<file path="src/code_comment_string_masker_assert.svh">
// Assertion macros for the code comment and string masker.
`ifndef CODE_COMMENT_STRING_MASKER_ASSERT_SVH
`define CODE_COMMENT_STRING_MASKER_ASSERT_SVH

`ifndef SYNTHESIS
// Checks a property on every rising clock edge outside reset.
`define CCSM_ASSERT(lbl, prop, msg) \
  lbl: assert property (@(posedge clk_i) disable iff (!rst_ni) (prop)) else $error(msg);
// Checks that a condition never holds outside reset.
`define CCSM_ASSERT_NEVER(lbl, cond, msg) \
  lbl: assert property (@(posedge clk_i) disable iff (!rst_ni) !(cond)) else $error(msg);
`else
`define CCSM_ASSERT(lbl, prop, msg)
`define CCSM_ASSERT_NEVER(lbl, cond, msg)
`endif

`endif

</file>
<file path="src/ccsm_pkg.sv">
// Shared types and constants of the code comment and string masker.
package ccsm_pkg;

  localparam logic [7:0] CharStar      = 8'h2A;
  localparam logic [7:0] CharSlash     = 8'h2F;
  localparam logic [7:0] CharQuote     = 8'h22;
  localparam logic [7:0] CharBackslash = 8'h5C;
  localparam logic [7:0] CharNone      = 8'h00;

  localparam int unsigned QueueDepthDefault = 4;

  typedef struct packed {
    logic str;
    logic line;
    logic blk;
  } modes_t;

  typedef struct packed {
    logic       held_valid;
    modes_t     modes;
  } front_status_t;

  typedef struct packed {
    logic [7:0] out_char;
    logic       is_code;
    logic       eol;
  } result_t;

  // One queue entry holds every result that a single input transfer causes.
  typedef struct packed {
    logic    two;
    result_t r0;
    result_t r1;
  } entry_t;

endpackage

</file>
<file path="src/ccsm_in_if.sv">
// Input channel: one source byte and its line-end flag.
interface ccsm_in_if;
  logic       valid;
  logic       ready;
  logic [7:0] ch;
  logic       line_end;

  modport source (output valid, output ch, output line_end, input ready);
  modport sink (input valid, input ch, input line_end, output ready);
endinterface

</file>
<file path="src/ccsm_out_if.sv">
// Output channel: one classified byte.
interface ccsm_out_if;
  logic       valid;
  logic       ready;
  logic [7:0] out_char;
  logic       is_code;
  logic       eol;
  logic       last_of_run;

  modport source (output valid, output out_char, output is_code, output eol,
                  output last_of_run, input ready);
  modport sink (input valid, input out_char, input is_code, input eol,
                input last_of_run, output ready);
endinterface

</file>
<file path="src/ccsm_front.sv">
// Front end: accepts bytes, tracks lexical state and builds result entries.
module ccsm_front (
  input  logic                      clk_i,
  input  logic                      rst_ni,
  input  logic                      in_valid_i,
  output logic                      in_ready_o,
  input  logic [7:0]                ch_i,
  input  logic                      line_end_i,
  output logic                      push_o,
  output ccsm_pkg::entry_t          push_entry_o,
  input  logic                      push_ready_i,
  output ccsm_pkg::front_status_t   status_o
);

  typedef struct packed {
    logic             code;
    logic             eat;
    ccsm_pkg::modes_t modes;
  } dec_t;

  function automatic dec_t decide(input logic [7:0] c, input logic [7:0] nxt,
                                  input logic at_start, input logic [7:0] prev,
                                  input logic skip, input ccsm_pkg::modes_t m);
    dec_t r;
    r.code  = 1'b0;
    r.eat   = 1'b0;
    r.modes = m;
    if (skip || m.line) begin
      r.code = 1'b0;
    end else if (m.blk) begin
      if (c == ccsm_pkg::CharStar && nxt == ccsm_pkg::CharSlash) begin
        r.modes.blk = 1'b0;
        r.eat       = 1'b1;
      end
    end else if (m.str) begin
      if (c == ccsm_pkg::CharQuote && (at_start || prev != ccsm_pkg::CharBackslash)) begin
        r.modes.str = 1'b0;
      end
    end else if (c == ccsm_pkg::CharQuote) begin
      r.modes.str = 1'b1;
    end else if (c == ccsm_pkg::CharSlash && nxt == ccsm_pkg::CharSlash) begin
      r.modes.line = 1'b1;
      r.eat        = 1'b1;
    end else if (c == ccsm_pkg::CharSlash && nxt == ccsm_pkg::CharStar) begin
      r.modes.blk = 1'b1;
      r.eat       = 1'b1;
    end else begin
      r.code = 1'b1;
    end
    return r;
  endfunction

  logic             held_valid_q, held_valid_d;
  logic [7:0]       held_char_q, held_char_d;
  logic             held_skip_q, held_skip_d;
  logic             held_start_q, held_start_d;
  logic [7:0]       prior_q, prior_d;
  ccsm_pkg::modes_t modes_q, modes_d;

  dec_t             dec_held;
  dec_t             dec_cur;
  ccsm_pkg::modes_t modes_mid;
  logic             cur_skip;
  logic             cur_start;
  logic [7:0]       cur_prev;
  logic             accept;

  assign in_ready_o = push_ready_i;
  assign accept     = in_valid_i && push_ready_i;

  always_comb begin
    // The held byte is decided first; the incoming byte sees its effects.
    dec_held  = decide(held_char_q, ch_i, held_start_q, prior_q, held_skip_q, modes_q);
    modes_mid = held_valid_q ? dec_held.modes : modes_q;
    cur_skip  = held_valid_q && dec_held.eat;
    cur_start = !held_valid_q;
    cur_prev  = held_valid_q ? held_char_q : 8'h00;
    dec_cur   = decide(ch_i, ccsm_pkg::CharNone, cur_start, cur_prev, cur_skip, modes_mid);
  end

  always_comb begin
    push_o = accept && (held_valid_q || line_end_i);
    if (held_valid_q) begin
      push_entry_o.two = line_end_i;
      push_entry_o.r0  = '{out_char: held_char_q, is_code: dec_held.code, eol: 1'b0};
      push_entry_o.r1  = '{out_char: ch_i, is_code: dec_cur.code, eol: 1'b1};
    end else begin
      push_entry_o.two = 1'b0;
      push_entry_o.r0  = '{out_char: ch_i, is_code: dec_cur.code, eol: 1'b1};
      push_entry_o.r1  = '{out_char: ch_i, is_code: dec_cur.code, eol: 1'b1};
    end
  end

  always_comb begin
    held_valid_d = held_valid_q;
    held_char_d  = held_char_q;
    held_skip_d  = held_skip_q;
    held_start_d = held_start_q;
    prior_d      = prior_q;
    modes_d      = modes_q;
    if (accept) begin
      if (line_end_i) begin
        // Only block-comment state survives a line end.
        held_valid_d = 1'b0;
        held_char_d  = 8'h00;
        held_skip_d  = 1'b0;
        held_start_d = 1'b1;
        prior_d      = 8'h00;
        modes_d      = '{str: 1'b0, line: 1'b0, blk: dec_cur.modes.blk};
      end else begin
        held_valid_d = 1'b1;
        held_char_d  = ch_i;
        held_skip_d  = cur_skip;
        held_start_d = cur_start;
        prior_d      = cur_prev;
        modes_d      = modes_mid;
      end
    end
  end

  always_ff @(posedge clk_i or negedge rst_ni) begin
    if (!rst_ni) begin
      held_valid_q <= 1'b0;
      held_char_q  <= 8'h00;
      held_skip_q  <= 1'b0;
      held_start_q <= 1'b1;
      prior_q      <= 8'h00;
      modes_q      <= '0;
    end else begin
      held_valid_q <= held_valid_d;
      held_char_q  <= held_char_d;
      held_skip_q  <= held_skip_d;
      held_start_q <= held_start_d;
      prior_q      <= prior_d;
      modes_q      <= modes_d;
    end
  end

  assign status_o = '{held_valid: held_valid_q, modes: modes_q};

endmodule

</file>
<file path="src/ccsm_queue.sv">
// Small FIFO of result entries between the front and back ends.
module ccsm_queue #(
  parameter int unsigned Depth = ccsm_pkg::QueueDepthDefault
) (
  input  logic             clk_i,
  input  logic             rst_ni,
  input  logic             push_i,
  input  ccsm_pkg::entry_t push_entry_i,
  output logic             push_ready_o,
  input  logic             pop_i,
  output logic             head_valid_o,
  output ccsm_pkg::entry_t head_entry_o
);

  localparam int unsigned PtrW = (Depth > 1) ? $clog2(Depth) : 1;
  localparam int unsigned CntW = $clog2(Depth + 1);

  ccsm_pkg::entry_t mem_q [Depth];
  logic [PtrW-1:0]  wr_ptr_q, wr_ptr_d;
  logic [PtrW-1:0]  rd_ptr_q, rd_ptr_d;
  logic [CntW-1:0]  count_q, count_d;
  logic             do_push;
  logic             do_pop;

  assign push_ready_o = count_q != CntW'(Depth);
  assign head_valid_o = count_q != '0;
  assign head_entry_o = mem_q[rd_ptr_q];
  assign do_push      = push_i && push_ready_o;
  assign do_pop       = pop_i && head_valid_o;

  always_comb begin
    wr_ptr_d = wr_ptr_q;
    rd_ptr_d = rd_ptr_q;
    count_d  = count_q;
    if (do_push) begin
      wr_ptr_d = (wr_ptr_q == PtrW'(Depth - 1)) ? '0 : wr_ptr_q + 1'b1;
    end
    if (do_pop) begin
      rd_ptr_d = (rd_ptr_q == PtrW'(Depth - 1)) ? '0 : rd_ptr_q + 1'b1;
    end
    if (do_push && !do_pop) begin
      count_d = count_q + 1'b1;
    end else if (do_pop && !do_push) begin
      count_d = count_q - 1'b1;
    end
  end

  always_ff @(posedge clk_i or negedge rst_ni) begin
    if (!rst_ni) begin
      wr_ptr_q <= '0;
      rd_ptr_q <= '0;
      count_q  <= '0;
    end else begin
      wr_ptr_q <= wr_ptr_d;
      rd_ptr_q <= rd_ptr_d;
      count_q  <= count_d;
    end
  end

  always_ff @(posedge clk_i) begin
    if (do_push) begin
      mem_q[wr_ptr_q] <= push_entry_i;
    end
  end

endmodule

</file>
<file path="src/ccsm_back.sv">
// Back end: sends the one or two results of each queue entry in order.
module ccsm_back (
  input  logic             clk_i,
  input  logic             rst_ni,
  input  logic             head_valid_i,
  input  ccsm_pkg::entry_t head_entry_i,
  output logic             pop_o,
  output logic             out_valid_o,
  input  logic             out_ready_i,
  output ccsm_pkg::result_t out_result_o,
  output logic             out_last_o
);

  logic sel_q, sel_d;
  logic xfer;

  assign out_valid_o  = head_valid_i;
  assign out_result_o = sel_q ? head_entry_i.r1 : head_entry_i.r0;
  assign out_last_o   = sel_q || !head_entry_i.two;
  assign xfer         = out_valid_o && out_ready_i;
  assign pop_o        = xfer && out_last_o;

  always_comb begin
    sel_d = sel_q;
    if (xfer) begin
      sel_d = !out_last_o;
    end
  end

  always_ff @(posedge clk_i or negedge rst_ni) begin
    if (!rst_ni) begin
      sel_q <= 1'b0;
    end else begin
      sel_q <= sel_d;
    end
  end

endmodule

</file>
<file path="src/code_comment_string_masker.sv">
// Top level of the code comment and string masker.
// Classifies a byte stream of source text as code or as string/comment content,
// one byte in per cycle. Each byte comes out one transfer later than it goes in,
// because its class depends on the next byte of the line; the last byte of a
// line releases itself and any held byte, so such an input causes one or two
// output transfers and the others zero or one. Input bytes are taken every
// cycle while the result queue (QueueDepth entries) has room; the output side
// moves one result per cycle while the receiver is ready, so sustained throughput is one byte per cycle,
// and the extra output transfer of a line-end byte is absorbed by the queue.
// The earliest result appears in the cycle after its input transfer.
`include "code_comment_string_masker_assert.svh"

module code_comment_string_masker #(
  parameter int unsigned QueueDepth = ccsm_pkg::QueueDepthDefault
) (
  input  logic       clk_i,
  input  logic       rst_ni,
  ccsm_in_if.sink    in_i,
  ccsm_out_if.source out_o
);

  logic                    push;
  ccsm_pkg::entry_t        push_entry;
  logic                    push_ready;
  logic                    pop;
  logic                    head_valid;
  ccsm_pkg::entry_t        head_entry;
  ccsm_pkg::front_status_t status;
  ccsm_pkg::result_t       out_result;
  logic                    out_last;

  ccsm_front u_front (
    .clk_i        (clk_i),
    .rst_ni       (rst_ni),
    .in_valid_i   (in_i.valid),
    .in_ready_o   (in_i.ready),
    .ch_i         (in_i.ch),
    .line_end_i   (in_i.line_end),
    .push_o       (push),
    .push_entry_o (push_entry),
    .push_ready_i (push_ready),
    .status_o     (status)
  );

  ccsm_queue #(
    .Depth (QueueDepth)
  ) u_queue (
    .clk_i        (clk_i),
    .rst_ni       (rst_ni),
    .push_i       (push),
    .push_entry_i (push_entry),
    .push_ready_o (push_ready),
    .pop_i        (pop),
    .head_valid_o (head_valid),
    .head_entry_o (head_entry)
  );

  ccsm_back u_back (
    .clk_i        (clk_i),
    .rst_ni       (rst_ni),
    .head_valid_i (head_valid),
    .head_entry_i (head_entry),
    .pop_o        (pop),
    .out_valid_o  (out_o.valid),
    .out_ready_i  (out_o.ready),
    .out_result_o (out_result),
    .out_last_o   (out_last)
  );

  assign out_o.out_char    = out_result.out_char;
  assign out_o.is_code     = out_result.is_code;
  assign out_o.eol         = out_result.eol;
  assign out_o.last_of_run = out_last;

  // A line end leaves no held byte and no string or line-comment state.
  `CCSM_ASSERT(a_line_end_clears, in_i.valid && in_i.ready && in_i.line_end |=> !status.held_valid && !status.modes.str && !status.modes.line, "line end did not clear front state")
  // Any other accepted byte is held for lookahead.
  `CCSM_ASSERT(a_byte_held, in_i.valid && in_i.ready && !in_i.line_end |=> status.held_valid, "accepted byte was not held")
  // String, line comment and block comment exclude one another.
  `CCSM_ASSERT(a_modes_exclusive, $onehot0(status.modes), "more than one lexical mode active")
  // The second result of a pair is always available right after the first.
  `CCSM_ASSERT(a_pair_follows, out_o.valid && out_o.ready && !out_o.last_of_run |=> out_o.valid, "second result of a pair missing")

endmodule

</file>
<file path="src/flat_wrapper.sv">
// flat-port wrapper written by rule: the top's interface ports become plain ports
module code_comment_string_masker_flat 
#(
  parameter int unsigned QueueDepth = ccsm_pkg::QueueDepthDefault
)
  (clk_i, rst_ni, in_i_valid, in_i_ch, in_i_line_end, in_i_ready, out_o_valid, out_o_out_char, out_o_is_code, out_o_eol, out_o_last_of_run, out_o_ready);
  ccsm_in_if in_i_i ();
  ccsm_out_if out_o_i ();
  input  logic clk_i;
  input  logic rst_ni;
  input wire logic [$bits(in_i_i.valid)-1:0] in_i_valid;
  input wire logic [$bits(in_i_i.ch)-1:0] in_i_ch;
  input wire logic [$bits(in_i_i.line_end)-1:0] in_i_line_end;
  output wire logic [$bits(in_i_i.ready)-1:0] in_i_ready;
  output wire logic [$bits(out_o_i.valid)-1:0] out_o_valid;
  output wire logic [$bits(out_o_i.out_char)-1:0] out_o_out_char;
  output wire logic [$bits(out_o_i.is_code)-1:0] out_o_is_code;
  output wire logic [$bits(out_o_i.eol)-1:0] out_o_eol;
  output wire logic [$bits(out_o_i.last_of_run)-1:0] out_o_last_of_run;
  input wire logic [$bits(out_o_i.ready)-1:0] out_o_ready;
  assign in_i_i.valid = in_i_valid;
  assign in_i_i.ch = in_i_ch;
  assign in_i_i.line_end = in_i_line_end;
  assign in_i_ready = in_i_i.ready;
  assign out_o_valid = out_o_i.valid;
  assign out_o_out_char = out_o_i.out_char;
  assign out_o_is_code = out_o_i.is_code;
  assign out_o_eol = out_o_i.eol;
  assign out_o_last_of_run = out_o_i.last_of_run;
  assign out_o_i.ready = out_o_ready;
  code_comment_string_masker #(.QueueDepth(QueueDepth)) u_core (.clk_i(clk_i), .rst_ni(rst_ni), .in_i(in_i_i), .out_o(out_o_i));
endmodule
</file>
<file path="config.mk">
export PLATFORM = sky130hd
export DESIGN_NAME = code_comment_string_masker_flat
export DESIGN_NICKNAME = d
export VERILOG_FILES = /design/src/ccsm_pkg.sv /design/src/ccsm_in_if.sv /design/src/ccsm_out_if.sv /design/src/ccsm_front.sv /design/src/ccsm_queue.sv /design/src/ccsm_back.sv /design/src/code_comment_string_masker.sv /design/src/flat_wrapper.sv
export VERILOG_INCLUDE_DIRS = /design/src /design/src/src
export SDC_FILE = /design/constraint.sdc
export NUM_CORES = 1
export LEC_CHECK = 0
export ABC_AREA = 1
export ABC_CLOCK_PERIOD_IN_PS = 2650
export BUFFER_PORTS_ARGS = -buffer_cell sky130_fd_sc_hd__buf_2
export CORE_AREA = 2 2 139 141
export CTS_CLUSTER_SIZE = 16
export DETAILED_ROUTE_END_ITERATION = 12
export DIE_AREA = 0 0 141 143
export SKIP_CTS_REPAIR_TIMING = 1
export SYNTH_ARGS = -nofsm -noshare
export SYNTH_HDL_FRONTEND = slang
export SYNTH_HIERARCHICAL = 1
export SYNTH_SLANG_ARGS = --single-unit
</file>
<file path="constraint.sdc">
create_clock -name clk_i -period 2.65 [get_ports clk_i]
set_clock_uncertainty 0.05 [all_clocks]
set_input_delay 0.1325 -clock clk_i [delete_from_list [all_inputs] [get_ports clk_i]]
set_output_delay 0.1325 -clock clk_i [all_outputs]
set_load 0.02 [all_outputs]
</file>
==> results of run 1 <==
-- path summary, 6_finish.rpt --
kind,from,end,slack (ns),cells past startpoint
max,u_core/u_queue/count_q[0],u_core/u_queue/count_q[2],0.36,13
min,out_o_ready,u_core/u_back/sel_q,-0.02,4
max reg2reg,u_core/u_queue/count_q[0],u_core/u_queue/count_q[2],0.36,13
min reg2reg,u_core/u_front/held_skip_q,u_core/u_front/held_skip_q,0.43,2
max in group asynchronous,rst_ni,u_core/u_queue/rd_ptr_q[0],1.74,2
min in group asynchronous,rst_ni,u_core/u_front/held_char_q[3],0.26,2
-- report_power, final --
group	internal, mW	switching (mW)	total [mW]
clock	1.55	0.753	2.30
combinational	0.763	1.60	2.36
sequential	2.34	0.171	2.51
-- flip-flops by register name (all words and copies together), names as in the netlist --
| signal | cells |
|---|---|
| u_core/u_front/held_char_q | 8 |
| u_core/u_queue/mem_q | 84 |
| u_core/u_front/held_skip_q | 1 |
| u_core/u_front/prior_q | 8 |
| u_core/u_back/sel_q | 1 |
| u_core/u_front/held_start_q | 1 |
| u_core/u_queue/count_q | 3 |
| u_core/u_front/status_o | 3 |
| u_core/u_queue/rd_ptr_q | 2 |
| u_core/u_queue/wr_ptr_q | 2 |
| u_core/u_front/held_valid_q | 1 |
-- cell type report --
class	instances	share of cell area (%)
timing repair buffer	43	4.412
tap	234	4.548
multi-input combinational	302	25.81
inverter	87	5.073
sequential	114	50.92
clock inverter	12	2.566
clock buffer	18	6.667
-- placed cells by master (no fill, tap or decap), drive strengths merged, types with 3 or more instances in the layout --
cell,instances
a21oi,3
buf,35
bufinv,4
clkbuf,18
clkinv,7
dfrtp,29
dlygate4sd3,8
edfxtp,84
ha,6
inv,88
nand2,160
nand3,18
nand4,4
nor2,33
o211ai,42
o21ai,20
o22ai,9
-- per-layer routing --
layer | share of wire (%) | wire length [microns] | GRT usage, % | up-vias
li1 | - | - | - | 1804
met4 | 1.1 | 125 | 4.368 | 0
met2 | 48 | 5424 | 19.92 | 55
met1 | 47 | 5261 | 14.74 | 1672
met5 | 0 | 0 | 0 | -
met3 | 3.8 | 425 | 3.789 | 10
-- tightest hold or removal path, cell delays in order --
cell and delay [ns]:
buf_2 0.08, nand2_1 0.07, nand2_1 0.06, nand2_1 0.05
==> impl_metrics.yaml, run 1 <==
status:
  status: "finished with violations"
  violations: "negative hold slack"
critical_path:
  cp_max_fo: 7
  crit_family: "simple AND/OR/NAND/NOR gates"
  cp_slowest_cell: "dfrtp_1"
  worstSetupPathType: "reg2reg"
  required_ns: 2.89
  path_buf_inv: 4
  crit_top_cell: "nand2_1"
  crit_chain: "inv_2, nand3_1, nand2_1, nor2_1, nand2_2, inv_2, ha_1, inv_1, fa_1, inv_1, nand2_1, nand4_1, nand2_1"
  worstSetupEndpointType: "register"
  crit_arrival_ns: 2.52
  max_stage_delay_ns: 0.43
  cp-start-kind: "register"
floorplan:
  ios: 26
  initial_utilization_pct: 29.60
  die_area_sq_mm: 0.02016
  die_x_microns: 141
  core_area_sq_mm: 0.01858
  fp.dieH_microns: 143
  core.rowCount: 50
sta:
  worst_pin_slew_ns: 0.7159
  whs_ns: -0.01909
  rsz0062_at_grt: "no"
  tns_ns: 0
  hold_viol: 1
  max_clock_freq_mhz: 437.6
  setup_ws_ns: 0.3650
  relSlewSlack_pct: 52.28
  period_share_pct: 86.23
  maxSlewViolCount: 0
  setup_viol: 0
  timing.final.crit_period_ns: 2.285
clocking:
  cts_buffers: 17
  cts_root_buf: "clkbuf_16"
  max-clock-path-buffers: 2
  clkSinkCount: 114
  clk_latency_ns: 0.41
  cts_tree: "yes"
  h-tree-depth: 4
  clk_pin_slew_ns: 0.05
synth:
  ys_warn_count: 6
  synth_nets: 556
  synth_area_sq_mm: 0.005499
  syn_area_per_cell_sq_um: 10.26
  synth_cells: 536
routing:
  antenna_left: 0
  routed-via-count: 3541
  drtIter0Drc: 272
  first_pass_iters: 4
  drc_errors: 0
  routedWlPerCell_microns: 13.87
  via_per_inst: 4.372
  wirelength_microns: 11240
place:
  dpl_cell_area_sq_mm: 0.005759
  hpwl_microns: 7026
  routabilityCongestion: 0.7640
  post-place-ws_ns: 0.4163
  port_buffers: 25
  dpl.cell_count: 772
power_and_ir_drop:
  power_density_mw_per_mm2: 1115
  total_power_mw: 7.175
  vdd_ir_drop_max_uv: 538.9
  leakage_nw: 2.719
min_path:
  hold_path.class: "in2reg"
layout:
  fillers: 1811
  multiInputGateArea_sq_mm: 0.001662
  regArea_sq_mm: 0.003278
  final_area_sq_mm: 0.006437
  drive_above_1_share_pct: 22.22
  n_antenna_cell: 0
  areaGrowthSynthToFinish_pct: 17.06
  final_nets: 585
  finalNonFillerCells: 810
  finish.utilization_pct: 34.65
global_route:
  grt_pass1_wl_microns: 18260
  grt_pass1_vias: 3485
  grt_max_degree: 81
  grt.overflow.total: 0
  grt_use_total_pct: 11.99
  antenna_found_initial: 0
job:
  maxCapViolations: 0
Note: power is estimated with default switching activity, not from simulation.
==> inputs of run 2 (changes only) <==
--- a/config.mk
+++ b/config.mk
@@ -7,14 +7,16 @@
 export NUM_CORES = 1
 export LEC_CHECK = 0
 export ABC_AREA = 1
-export ABC_CLOCK_PERIOD_IN_PS = 2650
+export ABC_CLOCK_PERIOD_IN_PS = 2000
 export BUFFER_PORTS_ARGS = -buffer_cell sky130_fd_sc_hd__buf_2
 export CORE_AREA = 2 2 139 141
 export CTS_CLUSTER_SIZE = 16
 export DETAILED_ROUTE_END_ITERATION = 12
 export DIE_AREA = 0 0 141 143
+export PLACE_DENSITY = 0.43
 export SKIP_CTS_REPAIR_TIMING = 1
 export SYNTH_ARGS = -nofsm -noshare
 export SYNTH_HDL_FRONTEND = slang
 export SYNTH_HIERARCHICAL = 1
 export SYNTH_SLANG_ARGS = --single-unit
+export TNS_END_PERCENT = 20
==> constraint.sdc (replaced) <==
create_clock -name clk_i -period 2 [get_ports clk_i]
set_clock_uncertainty 0.05 [all_clocks]
set_input_delay 0.1 -clock clk_i [delete_from_list [all_inputs] [get_ports clk_i]]
set_output_delay 0.1 -clock clk_i [all_outputs]
set_load 0.02 [all_outputs]
==> impl_metrics.yaml, run 2 (synthesis gave the netlist of run 1 again) <==
routing:
  wirelength_microns: 12590
  drtIter0Drc: 211
  antenna_left: 0
  routedWlPerCell_microns: 15.22
  first_pass_iters: 4
  routed-via-count: 3639
  via_per_inst: 4.400
  drc_errors: 0
sta:
  worst_pin_slew_ns: 0.7403
  setup_ws_ns: -0.09965
  period_share_pct: 105.0
  maxSlewViolCount: 0
  max_clock_freq_mhz: 476.3
  setup_viol: 10
  timing.final.crit_period_ns: 2.100
  relSlewSlack_pct: 50.65
  hold_viol: 0
  whs_ns: 0.005430
  rsz0062_at_grt: "yes"
global_route:
  grt.overflow.total: 0
  grt_pass1_wl_microns: 19710
  antenna_found_initial: 0
  grt_pass1_vias: 3691
  grt_use_total_pct: 13.16
  grt_max_degree: 52
power_and_ir_drop:
  power_density_mw_per_mm2: 1510
  total_power_mw: 10.13
  leakage_nw: 2.825
  vdd_ir_drop_max_uv: 637.5
layout:
  final_common_cell: "nand2_1"
  multiInputGateArea_sq_mm: 0.001687
  fillers: 1871
  regArea_sq_mm: 0.003278
  final_cell_mix: "nand2_1 (137), edfxtp_1 (84), inv_1 (77), dfrtp_1 (28), buf_2 (25)"
  reg.largest.list: "u_core/u_queue/mem_q x84, u_core/u_front/held_char_q x8, u_core/u_front/prior_q x8"
  n_antenna_cell: 0
  finalNonFillerCells: 827
  final_nets: 600
  areaGrowthSynthToFinish_pct: 21.96
  top_register: "u_core/u_queue/mem_q"
  finish.utilization_pct: 36.09
  largest_reg_flops: 84
  drive_above_1_share_pct: 25.30
critical_path:
  worstSetupPathType: "reg2out"
  worstSetupEndpointType: "primary output"
  crit_top_cell: "nand2_1"
  cp_slowest_cell: "dfrtp_4"
  max_stage_delay_ns: 0.51
  crit_arrival_ns: 1.95
  crit_chain: "buf_8, clkbuf_16, o211ai_2, nand2_1, nand2_1, nand2_1, buf_2"
  required_ns: 1.85
  cp_max_fo: 31
  cp-start-kind: "register"
clocking:
  cts_root_buf: "clkbuf_16"
  clk_latency_ns: 0.41
  max-clock-path-buffers: 2
  cts_tree: "yes"
  clk_pin_slew_ns: 0.05
  clkSinkCount: 114
  h-tree-depth: 4
  cts_buffers: 17
floorplan:
  core.rowCount: 50
  die_area_sq_mm: 0.02016
  die_x_microns: 141
  initial_utilization_pct: 29.60
  ios: 26
  core_area_sq_mm: 0.01858
  fp.dieH_microns: 143
place:
  port_buffers: 25
  dpl.cell_count: 783
  hpwl_microns: 8005
  post-place-ws_ns: -0.1134
  routabilityCongestion: 0.8100
min_path:
  hold_path.class: "in2reg"
status:
  status: "finished with violations"
  violations: "negative setup slack"
job:
  maxCapViolations: 0
## run 2: cell count changes in the layout (fill, tap and decap cells not counted), moves of 2 or more
cell / before / now
clkinvlp_4: 0 / 2
buf_4: 9 / 15
nor2_1: 25 / 21
buf_12: 0 / 4
dlygate4sd3_1: 8 / 10
clkinv_1: 2 / 0
nor2_2: 7 / 10
clkbuf_1: 1 / 4
## run 2: final cells by class
class                   count  share of cell area [%]
flip-flops and latches    114                   48.88
multi-input cells         302                   25.15
repair buffers             58                   7.407
clock buffers              21                   6.567
inverters                  87                   4.869
well taps                 234                   4.366
clock inverters            11                   2.761
## run 2: layer usage
metal | track usage (%) | wire [microns]
met2 | 21.93 | 6185
met1 | 16.42 | 5854
met4 | 4.947 | 192
met5 | 0 | 0
met3 | 3.588 | 355
## run 2: power by group
group / total, mW / internal (mW) / switching (mW)
combinational: 3.59 / 1.30 / 2.29
clock: 3.23 / 2.20 / 1.03
sequential: 3.31 / 3.09 / 0.211
## run 2: path summary, 6_finish.rpt
path / start / endpoint / slack [ns] / cells past startpoint
setup / recovery: u_core/u_queue/rd_ptr_q[0] / out_o_eol / -0.1 / 7
hold / removal: in_i_line_end / u_core/u_front/held_skip_q / 0.005 / 4
setup reg to reg: u_core/u_queue/rd_ptr_q[0] / u_core/u_queue/count_q[2] / -0.08 / 14
hold reg to reg: u_core/u_front/held_skip_q / u_core/u_front/held_skip_q / 0.43 / 2
max in group asynchronous: rst_ni / u_core/u_queue/rd_ptr_q[0] / 1.11 / 2
min in group asynchronous: rst_ni / u_core/u_queue/wr_ptr_q[0] / 0.24 / 2
## run 2: worst max-delay path: cells and delay by family (launching register included)
family / cells / cell delay (ns)
compound gates: 1 / 0.17
buf+inv: 3 / 0.60
flops: 1 / 0.51
simple gates: 3 / 0.23
## run 2: metrics by stage
stage	TNS (ns)	cell area [sq um]
after floorplan	-9.919	5537
after CTS	-2.673	6550
after global routing	-1.923	6706
final	-0.6851	6706
after global placement	-0.04963	5924
after detailed placement	-0.1346	5924
==> inputs of run 3 (changes only) <==
--- a/config.mk
+++ b/config.mk
@@ -15,6 +15,7 @@
 export DIE_AREA = 0 0 141 143
 export PLACE_DENSITY = 0.43
 export SKIP_CTS_REPAIR_TIMING = 1
+export SKIP_LAST_GASP = 1
 export SYNTH_ARGS = -nofsm -noshare
 export SYNTH_HDL_FRONTEND = slang
 export SYNTH_HIERARCHICAL = 1
==> impl_metrics.yaml, run 3 (synthesis gave the netlist of run 1 again) <==
status:
  status: "finished with violations"
  violations: "negative setup slack"
clocking:
  max-clock-path-buffers: 2
  cts_buffers: 17
  cts_root_buf: "clkbuf_16"
  cts_tree: "yes"
  clk_pin_slew_ns: 0.05
  h-tree-depth: 4
  clk_latency_ns: 0.41
  clkSinkCount: 114
floorplan:
  fp.dieH_microns: 143
  ios: 26
  die_area_sq_mm: 0.02016
  core.rowCount: 50
  die_x_microns: 141
  initial_utilization_pct: 29.60
  core_area_sq_mm: 0.01858
power_and_ir_drop:
  power_frac_comb_pct: 35.4
  vdd_ir_drop_max_uv: 638.6
  switching_share_pct: 34.88
  pwr-share-clk_pct: 31.9
  leakage_nw: 2.822
  power.internal_mw: 6.588
  power_density_mw_per_mm2: 1510
  seqPwrFrac_pct: 32.7
  p_sw_mw: 3.529
routing:
  routed-via-count: 3651
  via_per_inst: 4.415
  drc_errors: 0
  drtIter0Drc: 226
  first_pass_iters: 4
  wirelength_microns: 12610
  antenna_left: 0
  routedWlPerCell_microns: 15.24
layout:
  final_cell_mix: "nand2_1 (137), edfxtp_1 (84), inv_1 (77), dfrtp_1 (28), buf_2 (25)"
  final_common_cell: "nand2_1"
  reg.largest.list: "u_core/u_queue/mem_q x84, u_core/u_front/held_char_q x8, u_core/u_front/prior_q x8"
  drive_above_1_share_pct: 25.13
  finish.utilization_pct: 36.06
  fillers: 1872
  regArea_sq_mm: 0.003278
  final_nets: 600
  areaGrowthSynthToFinish_pct: 21.84
  n_antenna_cell: 0
  top_register: "u_core/u_queue/mem_q"
  largest_reg_flops: 84
  multiInputGateArea_sq_mm: 0.001684
place:
  post-place-ws_ns: -0.1134
  hpwl_microns: 8005
  port_buffers: 25
  routabilityCongestion: 0.8100
sta:
  setup_viol: 10
  rsz0062_at_grt: "yes"
  timing.final.crit_period_ns: 2.100
  maxSlewViolCount: 0
  setup_ws_ns: -0.1001
  max_clock_freq_mhz: 476.2
  worst_pin_slew_ns: 0.7445
  hold_viol: 0
  period_share_pct: 105.0
  relSlewSlack_pct: 50.37
global_route:
  grt_use_total_pct: 13.16
  grt_max_degree: 52
  antenna_found_initial: 0
  grt.overflow.total: 0
  grt_pass1_wl_microns: 19710
  grt_pass1_vias: 3691
critical_path:
  required_ns: 1.85
  cp_max_fo: 31
  worstSetupPathType: "reg2out"
  cp-start-kind: "register"
  worstSetupEndpointType: "primary output"
  crit_arrival_ns: 1.95
job:
  maxCapViolations: 0
min_path:
  hold_path.class: "in2reg"
run 3: cell count changes in the layout (fill, tap and decap cells not counted):
cell / before / now
buf_6: 1 / 0
nor2_1: 21 / 22
buf_4: 15 / 16
nor2_2: 10 / 9
run 3: stage by stage:
step | power, mW | cells | area [sq um] | hold WS (ns) | setup TNS [ns]
2_1_floorplan | 5.886 | 536 | 5537 | -0.2456 | -9.919
6_report | 10.12 | 827 | 6700 | 0.003657 | -0.6957
3_5_place_dp | 6.879 | 783 | 5924 | 0.1614 | -0.1346
3_3_place_gp | 6.834 | 783 | 5924 | 0.1516 | -0.04963
4_1_cts | 10.12 | 815 | 6550 | -0.2875 | -2.673
5_1_grt | 10.75 | 827 | 6700 | 0.02193 | -2.007
run 3: critical path, cell delays in order, from the launching register on:
cell and delay, ns:
dfrtp_4 0.45, buf_8 0.26, clkbuf_16 0.29, o211ai_2 0.10
nand2_1 0.08, nand2_1 0.09, nand2_1 0.08, buf_2 0.16
run 3: per-layer routing:
metal	vias to the layer above	routed length, microns	global-route usage, %	part of all wire, %
met2	46	6171	21.93	49
met1	1759	5923	16.42	47
met5	-	0	0	0
met3	11	337	3.588	2.7
li1	1835	-	-	-
met4	0	173	4.947	1.4
run 3: cell type report:
type                            count  area share [%]
Multi-Input combinational cell    302           25.14
Sequential cell                   114           48.93
Clock buffer                       21           6.573
Tap cell                          234           4.370
Timing Repair Buffer               58           7.358
Clock inverter                     11           2.764
Inverter                           87           4.874
run 3: power by group through the flow:
stage | combinational [mW] | sequential [mW] | clock, mW
detailed placement | 3.53 | 3.35 | 0
global placement | 3.50 | 3.33 | 0
global route | 4.01 | 3.35 | 3.39
floorplan | 2.58 | 3.31 | 0
finish | 3.58 | 3.31 | 3.23
CTS | 3.53 | 3.30 | 3.29
run 3: worst paths after layout:
kind | startpoint | endpoint | slack, ns | cells past startpoint
max | u_core/u_queue/rd_ptr_q[0] | out_o_eol | -0.10 | 7
min | in_i_line_end | u_core/u_front/held_skip_q | 0.004 | 4
max reg2reg | u_core/u_queue/rd_ptr_q[0] | u_core/u_queue/count_q[2] | -0.08 | 14
min reg2reg | u_core/u_front/held_skip_q | u_core/u_front/held_skip_q | 0.43 | 2
max in group asynchronous | rst_ni | u_core/u_queue/rd_ptr_q[0] | 1.11 | 2
min in group asynchronous | rst_ni | u_core/u_queue/wr_ptr_q[0] | 0.24 | 2
